`src/sv/pbm_pkg.sv`:
```
// Shared types and constants of the prefix blocklist matcher.
package pbm_pkg;

  localparam int unsigned ADDR_W   = 64;
  localparam int unsigned SLOT_W   = 4;
  localparam int unsigned COUNT_W  = 5;
  localparam int unsigned V4_W     = 32;
  localparam int unsigned SEL_W    = 9;

  // Stream payload layout.
  localparam int unsigned S_TDATA_W = 264;
  localparam int unsigned S_TUSER_W = 2;
  localparam int unsigned M_TDATA_W = 8;

  localparam int unsigned SLOT_LSB    = 0;
  localparam int unsigned ADDR_HI_LSB = 4;
  localparam int unsigned ADDR_LO_LSB = 68;
  localparam int unsigned MASK_HI_LSB = 132;
  localparam int unsigned MASK_LO_LSB = 196;

  localparam int unsigned TUSER_ACTION  = 0;
  localparam int unsigned TUSER_VERSION = 1;

  typedef enum logic {
    ACT_LOAD  = 1'b0,
    ACT_QUERY = 1'b1
  } pbm_action_t;

  typedef enum logic {
    VER_V4 = 1'b0,
    VER_V6 = 1'b1
  } pbm_version_t;

  typedef enum logic [1:0] {
    ST_IDLE,
    ST_SCAN,
    ST_FINISH
  } pbm_state_t;

  typedef struct packed {
    pbm_version_t        version;
    logic [ADDR_W-1:0]   net_hi;
    logic [ADDR_W-1:0]   net_lo;
    logic [ADDR_W-1:0]   mask_hi;
    logic [ADDR_W-1:0]   mask_lo;
  } pbm_entry_t;

  // Controller to datapath.
  typedef struct packed {
    logic write_entry;
    logic start_query;
    logic rd_en;
    logic load_out;
  } pbm_cmd_t;

  // Datapath to controller.
  typedef struct packed {
    logic scan_done;
    logic out_free;
  } pbm_sts_t;

endpackage

```
`src/sv/pbm_ctrl.sv`:
```
// Controller state machine of the prefix blocklist matcher.
module pbm_ctrl (
  input  logic              clk,
  input  logic              rst,
  input  logic              in_valid,
  input  pbm_pkg::pbm_action_t action,
  input  pbm_pkg::pbm_sts_t sts,
  output logic              in_ready,
  output pbm_pkg::pbm_cmd_t cmd
);
  import pbm_pkg::*;

  pbm_state_t state;
  pbm_state_t state_next;
  logic       accept;

  assign accept = in_valid && in_ready;

  always_ff @(posedge clk) begin
    if (rst) begin
      state <= ST_IDLE;
    end else begin
      state <= state_next;
    end
  end

  always_comb begin
    state_next = state;
    case (state)
      ST_IDLE: begin
        if (accept && action == ACT_QUERY) begin
          state_next = ST_SCAN;
        end
      end
      ST_SCAN: begin
        if (sts.scan_done) begin
          state_next = ST_FINISH;
        end
      end
      ST_FINISH: begin
        if (sts.out_free) begin
          state_next = ST_IDLE;
        end
      end
      default: state_next = ST_IDLE;
    endcase
  end

  always_comb begin
    in_ready = 1'b0;
    cmd      = '0;
    case (state)
      ST_IDLE: begin
        in_ready        = 1'b1;
        cmd.write_entry = in_valid && action == ACT_LOAD;
        cmd.start_query = in_valid && action == ACT_QUERY;
      end
      ST_SCAN: begin
        cmd.rd_en = !sts.scan_done;
      end
      ST_FINISH: begin
        cmd.load_out = sts.out_free;
      end
      default: begin
        in_ready = 1'b0;
      end
    endcase
  end

endmodule

```
`src/sv/pbm_datapath.sv`:
```
// Prefix table, scan counter, masked compare and result register.
module pbm_datapath #(
  parameter int unsigned TABLE_DEPTH = 16,
  parameter int unsigned IDX_W       = 4,
  parameter int unsigned CNT_W       = 5
) (
  input  logic                            clk,
  input  logic                            rst,
  input  pbm_pkg::pbm_cmd_t               cmd,
  output pbm_pkg::pbm_sts_t               sts,
  input  logic                            cfg_wen,
  input  logic [pbm_pkg::COUNT_W-1:0]     cfg_wdata,
  input  logic [pbm_pkg::SLOT_W-1:0]      slot,
  input  pbm_pkg::pbm_version_t           ip_version,
  input  logic [pbm_pkg::ADDR_W-1:0]      addr_hi,
  input  logic [pbm_pkg::ADDR_W-1:0]      addr_lo,
  input  logic [pbm_pkg::ADDR_W-1:0]      mask_hi,
  input  logic [pbm_pkg::ADDR_W-1:0]      mask_lo,
  input  logic                            out_ready,
  output logic                            out_valid,
  output logic                            out_blocked
);
  import pbm_pkg::*;

  localparam logic [SEL_W-1:0] DEPTH_SEL = SEL_W'(TABLE_DEPTH);

  pbm_entry_t         mem [TABLE_DEPTH];
  pbm_entry_t         rdata;
  pbm_entry_t         wentry;
  logic               rd_valid;

  logic [COUNT_W-1:0] entry_count;
  logic [CNT_W-1:0]   n_lim;
  logic [CNT_W-1:0]   n_lim_next;
  logic [CNT_W-1:0]   idx;
  logic [SEL_W-1:0]   count_sel;
  logic [SEL_W-1:0]   slot_sel;
  logic               slot_ok;

  pbm_version_t       q_ver;
  logic [ADDR_W-1:0]  q_hi;
  logic [ADDR_W-1:0]  q_lo;
  logic               hit;
  logic               match;

  assign count_sel  = {{(SEL_W - COUNT_W){1'b0}}, entry_count};
  assign n_lim_next = (count_sel > DEPTH_SEL) ? CNT_W'(TABLE_DEPTH) : CNT_W'(entry_count);
  assign slot_sel   = {{(SEL_W - SLOT_W){1'b0}}, slot};
  assign slot_ok    = slot_sel < DEPTH_SEL;

  assign wentry.version = ip_version;
  assign wentry.net_hi  = addr_hi;
  assign wentry.net_lo  = addr_lo;
  assign wentry.mask_hi = mask_hi;
  assign wentry.mask_lo = mask_lo;

  always_ff @(posedge clk) begin
    if (rst) begin
      entry_count <= '0;
    end else if (cfg_wen) begin
      entry_count <= cfg_wdata;
    end
  end

  // Table memory: one write port, one registered read port.
  always_ff @(posedge clk) begin
    if (cmd.write_entry && slot_ok) begin
      mem[slot_sel[IDX_W-1:0]] <= wentry;
    end
  end

  always_ff @(posedge clk) begin
    if (cmd.rd_en) begin
      rdata <= mem[idx[IDX_W-1:0]];
    end
  end

  // Latch the query.
  always_ff @(posedge clk) begin
    if (cmd.start_query) begin
      q_ver <= ip_version;
      q_hi  <= addr_hi;
      q_lo  <= addr_lo;
      n_lim <= n_lim_next;
    end
  end

  always_ff @(posedge clk) begin
    if (rst) begin
      idx      <= '0;
      rd_valid <= 1'b0;
      hit      <= 1'b0;
    end else begin
      rd_valid <= cmd.rd_en;
      if (cmd.start_query) begin
        idx <= '0;
        hit <= 1'b0;
      end else begin
        if (cmd.rd_en) begin
          idx <= idx + CNT_W'(1);
        end
        if (rd_valid && match) begin
          hit <= 1'b1;
        end
      end
    end
  end

  always_comb begin
    match = 1'b0;
    if (rdata.version == q_ver) begin
      if (q_ver == VER_V4) begin
        match = (q_lo[V4_W-1:0] & rdata.mask_lo[V4_W-1:0]) == rdata.net_lo[V4_W-1:0];
      end else begin
        match = ((q_hi & rdata.mask_hi) == rdata.net_hi) &&
                ((q_lo & rdata.mask_lo) == rdata.net_lo);
      end
    end
  end

  // Result register.
  always_ff @(posedge clk) begin
    if (rst) begin
      out_valid <= 1'b0;
    end else if (cmd.load_out) begin
      out_valid <= 1'b1;
    end else if (out_ready) begin
      out_valid <= 1'b0;
    end
  end

  always_ff @(posedge clk) begin
    if (cmd.load_out) begin
      out_blocked <= hit;
    end
  end

  assign sts.scan_done = idx == n_lim;
  assign sts.out_free  = !out_valid || out_ready;

endmodule

```
`src/sv/prefix_blocklist_matcher_core.sv`:
```
// Top level of the prefix blocklist matcher: stream ports, controller and datapath.
//
//   channel   dir  handshake                    payload
//   s_axis    in   s_axis_tvalid/s_axis_tready  tdata: slot, addr_hi, addr_lo, mask_hi, mask_lo
//                                               tuser: action, ip_version
//   m_axis    out  m_axis_tvalid/m_axis_tready  tdata: blocked
//   cfg       in   cfg_wen (no backpressure)    cfg_wdata: entry_count
//
// A load beat writes one table slot; the block is ready again at once.
// A query beat scans n = min(entry_count, TABLE_DEPTH) slots: the table memory is read
// one slot per cycle and each entry is checked with one masked compare, 128-bit for IPv6
// and 32-bit for IPv4. The result waits in an output register, so the next beat is taken
// while it is unread; a stalled m_axis holds the following query in its finish state only.
// rst is synchronous; it clears entry_count and all control state. Table contents are
// left as they were and must be loaded before a slot in use is queried.
module prefix_blocklist_matcher_core #(
  parameter int unsigned TABLE_DEPTH = 16
) (
  input  logic                              clk,
  input  logic                              rst,
  input  logic                              s_axis_tvalid,
  output logic                              s_axis_tready,
  // [3:0] slot, [67:4] addr_hi, [131:68] addr_lo, [195:132] mask_hi,
  // [259:196] mask_lo, [263:260] zero
  input  logic [pbm_pkg::S_TDATA_W-1:0]     s_axis_tdata,
  // [0] action, [1] ip_version
  input  logic [pbm_pkg::S_TUSER_W-1:0]     s_axis_tuser,
  output logic                              m_axis_tvalid,
  input  logic                              m_axis_tready,
  // [0] blocked, [7:1] zero
  output logic [pbm_pkg::M_TDATA_W-1:0]     m_axis_tdata,
  input  logic                              cfg_wen,
  input  logic [pbm_pkg::COUNT_W-1:0]       cfg_wdata
);
  import pbm_pkg::*;

  // Slot index covers the table; counter also holds the depth itself.
  localparam int unsigned IDX_W = (TABLE_DEPTH > 1) ? $clog2(TABLE_DEPTH) : 1;
  localparam int unsigned CNT_W = $clog2(TABLE_DEPTH + 1);

  pbm_cmd_t     cmd;
  pbm_sts_t     sts;
  pbm_action_t  action;
  pbm_version_t ip_version;
  logic         blocked;

  // Unpack the input beat.
  assign action     = pbm_action_t'(s_axis_tuser[TUSER_ACTION]);
  assign ip_version = pbm_version_t'(s_axis_tuser[TUSER_VERSION]);

  pbm_ctrl u_ctrl (
    .clk      (clk),
    .rst      (rst),
    .in_valid (s_axis_tvalid),
    .action   (action),
    .sts      (sts),
    .in_ready (s_axis_tready),
    .cmd      (cmd)
  );

  pbm_datapath #(
    .TABLE_DEPTH (TABLE_DEPTH),
    .IDX_W       (IDX_W),
    .CNT_W       (CNT_W)
  ) u_datapath (
    .clk         (clk),
    .rst         (rst),
    .cmd         (cmd),
    .sts         (sts),
    .cfg_wen     (cfg_wen),
    .cfg_wdata   (cfg_wdata),
    .slot        (s_axis_tdata[SLOT_LSB +: SLOT_W]),
    .ip_version  (ip_version),
    .addr_hi     (s_axis_tdata[ADDR_HI_LSB +: ADDR_W]),
    .addr_lo     (s_axis_tdata[ADDR_LO_LSB +: ADDR_W]),
    .mask_hi     (s_axis_tdata[MASK_HI_LSB +: ADDR_W]),
    .mask_lo     (s_axis_tdata[MASK_LO_LSB +: ADDR_W]),
    .out_ready   (m_axis_tready),
    .out_valid   (m_axis_tvalid),
    .out_blocked (blocked)
  );

  // Pad the result beat with zeros.
  assign m_axis_tdata = {{(M_TDATA_W - 1){1'b0}}, blocked};

endmodule

```
`config.mk`:
```
export PLATFORM = sky130hd
export DESIGN_NAME = prefix_blocklist_matcher_core
export DESIGN_NICKNAME = d
export VERILOG_FILES = /design/src/sv/pbm_pkg.sv /design/src/sv/pbm_ctrl.sv /design/src/sv/pbm_datapath.sv /design/src/sv/prefix_blocklist_matcher_core.sv
export SDC_FILE = /design/constraint.sdc
export NUM_CORES = 2
export LEC_CHECK = 0
export BUFFER_PORTS_ARGS = -buffer_cell sky130_fd_sc_hd__buf_2
export CAP_MARGIN = 20
export CORE_MARGIN = 1
export CORE_UTILIZATION = 45
export DETAILED_ROUTE_END_ITERATION = 8
export HOLD_SLACK_MARGIN = 0.03
export PLACE_DENSITY = 0.68
export REMOVE_ABC_BUFFERS = 1
export SYNTH_ARGS = -nofsm -noshare
export SYNTH_HDL_FRONTEND = slang
export SYNTH_HIERARCHICAL = 1
export SYNTH_MEMORY_MAX_BITS = 65536
export SYNTH_SLANG_ARGS = --single-unit
```
`constraint.sdc`:
```
create_clock -name clk -period 20.8 [get_ports clk]
set_input_delay 1.04 -clock clk [delete_from_list [all_inputs] [get_ports clk]]
set_output_delay 1.04 -clock clk [all_outputs]
set_load 0.005 [all_outputs]
```
Word-level counts from Yosys, hierarchy flattened
Memory sizes are Yosys's and may differ from the RTL's. A register that Yosys moved wholly into a read port is not among the register bits.
Index checks and enable logic that the tools add are counted.
W data, S select, Z words.

word-level totals
  register bits = 150
  latch bits = 0
  RAM bits = 4112
  bits in read-only memories = 0
  bits of input ports = 276
  output and inout bits = 10
  logic and storage cells = 57
  memories kept = 1

operators by class
  add/sub/neg operators = 1
  multiply operators = 0
  div/mod/pow operators = 0
  order comparisons = 2
  eq/ne operators = 10
  shift-type cells = 0
  muxes and demuxes = 14
  bitwise operators = 4
  reduce and logical (&&, ||, !) cells = 14

memory list
  name            words  width  read ports  clocked after memory_dff  write ports  RTL line            text
  u_datapath.mem  16     257    1           1                         1            pbm_datapath.sv:27  pbm_entry_t mem [TABLE_DEPTH];

operator list
  operator               count
  $and A64 B64 Y64       2
  $eq A64 B64 Y1         2
  $and A32 B32 Y32       1
  $eq A32 B32 Y1         1
  $mux W1                9
  $mux W2                4
  $logic_and A1 B1 Y1    7
  $ne A2 B1 Y1 const B   3
  $pmux W2 S3            1
  $add A5 B1 Y5 const B  1
  $eq A5 B5 Y1           1
  $gt A5 B5 Y1 const B   1
  $lt A4 B5 Y1 const B   1
  $reduce_and A3 Y1      1
  $eq A2 B1 Y1 const B   1
  $eq A2 B2 Y1 const B   1
  $logic_not A1 Y1       2
  $logic_not A2 Y1       1
  $reduce_bool A2 Y1     1
  $reduce_or A2 Y1       1
  $eq A1 B1 Y1           1
  $logic_or A1 B1 Y1     1
  $not A1 Y1             1

Logic depth before layout (Yosys ltp)
  depth in word-level cells = 6
  gate-level depth with buffers = 12
  depth with buffers taken out = 7

Cells and area by module
The synthesis kept the hierarchy.

by module, submodules not included
  module                         instances  cells an instance  area each (um^2)  sequential area each (um^2)
  pbm_datapath                   1          6545               168633.0          135510.0
  pbm_ctrl                       1          14                 120.1             40.0
  prefix_blocklist_matcher_core  1          9                  63.8              0.0

Least setup slack after synthesis
OpenSTA, ideal clock, no wires.

  kind = register to register
  from = reg u_datapath.idx[2]
  to = reg u_datapath.idx[3]
  data arrival time = 22263 ps
  data required time = 20734 ps
  slack = -1529 ps
  cell stages (with the launch flop) = 11
  cells stage by stage = dfxtp_1 > buf_2 > buf_2 > buf_1 > buf_2 > xor2_1 > nor3_1 > nor3b_1 > nand4_1 > xor2_1 > nor2_1

RTL lines
  what                    RTL line             text
  start, declared         pbm_datapath.sv:35   logic [CNT_W-1:0] idx;
  start signal, assigned  pbm_datapath.sv:100  idx <= idx + CNT_W'(1);

Final worst setup path
  from = reg u_datapath.idx[1]
  to = reg u_datapath/rdata[13] (netlist name)

between the ends
  word-level cells in the longest chain between the ends = 3

RTL lines
  what              RTL line             text
  $eq A5 B5 Y1      pbm_datapath.sv:138  assign sts.scan_done = idx == n_lim;
  $logic_not A1 Y1  pbm_ctrl.sv:59       cmd.rd_en = !sts.scan_done;
  $mux W1           pbm_ctrl.sv:52       case (state)

Parallel ways exist; a longest one is shown, timed or not.
A chain may end at the register's enable or synchronous reset.

==> results.cfg <==
[timing]
timing.final.max_slew_violations = 0
worst_pin_slew_ns = 1.21
setup_slack_ns = 15.05
timing.fmax_mhz = 174
period_share_pct = 27.6
fin_setup_tns_ns = 0
grt_setup_unrepaired = false
fin_crit_ns = 5.75
slew_headroom_pct = 18.9
setup_violations = 0
finClkSkew_ns = 0.0440
hold_viol_final = 0

[routing]
wire_per_inst_um = 30.3
postRouteAntennaNets = 0
routed_via_density = 5.90
drt_iter0_drc = 7779
dr.pass1.iters = 5
num_vias = 73800
drt-total-wl_um = 379000
drc_errors = 0

[clock_network]
postCtsHoldBufs = 0
clk_latency_ns = 0.97
htreeDepth = 5
cts-root-buf = clkbuf_16
cts_sinks = 4519
cts_buffer_depth = 4
cts_made_buffers = 433
cts_tree = built
clk_transition_reported_paths_ns = 0.06
cts_setup_buffers = 0
post_cts_resized = 0

[logic_synthesis]
syn_inst = 6568
synth-seq-cells = 4519
synth_top_flop_cell = edfxtp_1
synthesis.area_mm2 = 0.169
ys.warnings.count = 6
ys_types = 52
avgSynthCellArea_um2 = 25.7
synth_edf_count = 4504
async_flop_share_pct = 0
yosysSeqAreaShare_pct = 80.3

[cells_and_area]
layout.cells.most_common = edfxtp_1
final_cell_mix = edfxtp_1, mux4_2, clkbuf_16
drive_above_1_share_pct = 31.0
fin_util_pct = 51.1
final_area_mm2 = 0.191
syn2layout_area_growth_pct = 12.9
fin_nets = 7419

[global_routing]
grt_pass1_wl_um = 544000
grt_usage_pct = 19.9
grt_overflow = 0
grt_pass1_vias = 76200
grtUsageMet1_pct = 27.2
grt-busiest-layer = met2
antenna_found_initial = 168
use_met3_pct = 4.41
grt_use_met2_pct = 32.5
grt_max_degree = 153

[place]
place_area_mm2 = 0.176
io_buffers = 274
pre_cts_slack_ns = 14.36
gp_congestion = 0.744
place_hpwl_um = 192000

[pwr]
leakage_uw = 0.0573
power_density_mw_per_mm2 = 97.2
vdd_drop_max_uv = 71.5

[setup_path]
arrival_ns = 6.45
crit_type = reg2reg
crit_buf_inv = 5
cp-end-kind = flop
critPathMaxFanout = 54
cpMaxStageDelayCell = dfxtp_4
required_ns = 21.50
path_cells = buf_4 > buf_4 > buf_4 > buf_4 > buf_4 > mux4_2 > mux4_2
startpoint_type = flop
crit_family = buffers and inverters
cpMostUsedCell = buf_4
cpPeakStageDelay_ns = 0.89

[min_path]
hold_class = in2reg

[die]
die_w_um = 614
io_pins = 286
chipHeight_um = 614
fp-row-count = 224
start_util_pct = 45.3
core_area_mm2 = 0.373
die_area_mm2 = 0.378

[flow_run]
max_cap_violations = 0

[status]
outcome = finished clean
==> layout make-up <==
type | count | area, µm²
fill | 28100 | 182000
sequential | 4519 | 136000
multi-input combinational | 1749 | 31800
clock buffer | 540 | 11300
tap | 4972 | 6220
timing repair buffer | 438 | 2880
clock inverter | 267 | 2690
antenna | 31 | 77.6
inverter | 1 | 3.75
==> Yosys cell counts (26+ instances only) <==
cell | n | area [µm²]
buf_6 | 27 | 304
a21oi_1 | 45 | 225
nand2_1 | 73 | 274
buf_2 | 72 | 360
buf_1 | 43 | 161
a211oi_1 | 30 | 225
and3b_1 | 27 | 236
xor2_1 | 43 | 377
and3_1 | 26 | 163
mux4_2 | 1267 | 28500
nor2_1 | 26 | 97.6
clkbuf_1 | 123 | 462
edfxtp_1 | 4504 | 135000
buf_4 | 40 | 300
==> worst paths after layout <==
kind	start	end	slack, ns	cells after the start
worst min register to register	u_datapath/entry_count[1]$_SDFFE_PP0P_	u_datapath/entry_count[1]$_SDFFE_PP0P_	0.51	2
worst min-delay path	cfg_wdata[1]	u_datapath/entry_count[1]$_SDFFE_PP0P_	0.32	3
worst max-delay path	u_datapath/idx[1]$_SDFFE_PP0P_	u_datapath/rdata[13]$_DFFE_PP_	15.05	7
worst max register to register	u_datapath/idx[1]$_SDFFE_PP0P_	u_datapath/rdata[13]$_DFFE_PP_	15.05	7
==> power breakdown <==
group          internal (µW)  switching, µW
sequential             10100           31.8
clock                   4450           3320
combinational            260            356
total                  14800           3700
==> worst reg2reg max path, delay by kind of cell, from the launching register on <==
family | cells | cell delay (ns)
buffers and inverters | 5 | 3.63
muxes | 2 | 0.96
DFF | 1 | 0.89
==> registers in the layout, summed over array words and instances, names as in the netlist <==
signal and count:
u_datapath/q_ver 1, u_datapath/n_lim 5, u_ctrl/state 2, u_datapath/mem 4112, u_datapath/q_hi 64, u_datapath/out_blocked 1
u_datapath/hit 1, u_datapath/out_valid 1, u_datapath/rdata 257, u_datapath/q_lo 64, u_datapath/idx 5, u_datapath/entry_count 5
u_datapath/rd_valid 1
==> per-layer routing <==
layer	vias up	part of all wire, %
met3	713	8.3
li1	29900	-
met1	40100	40
met2	2979	49
met5	-	0.15
met4	88	2.9
==> through the flow <==
stage / total power (µW) / std cells / hold slack, ns
after floorplan: 11400 / 6269 / 0.432
after global placement: 10900 / 11700 / 0.482
after detailed placement: 11000 / 11700 / 0.486
after CTS: 18700 / 12500 / 0.256
after global routing: 19100 / 12500 / 0.312
final: 18500 / 12500 / 0.323
==> kinds of logic after synthesis <==
group / after synthesis / share of synthesized area, %
AO/OA/AOI/OAI: 152 / 0.635
multiplexers: 1291 / 17.0
flip-flops: 4519 / 80.3
buffers and inverters: 306 / 0.943
adder cells (fa/ha/maj): 1 / 0.00741
other: 1 / 0.00222
XOR/XNOR: 51 / 0.265
AND/OR/NAND/NOR: 247 / 0.809
No activity file was read; power rests on OpenSTA's default activity.
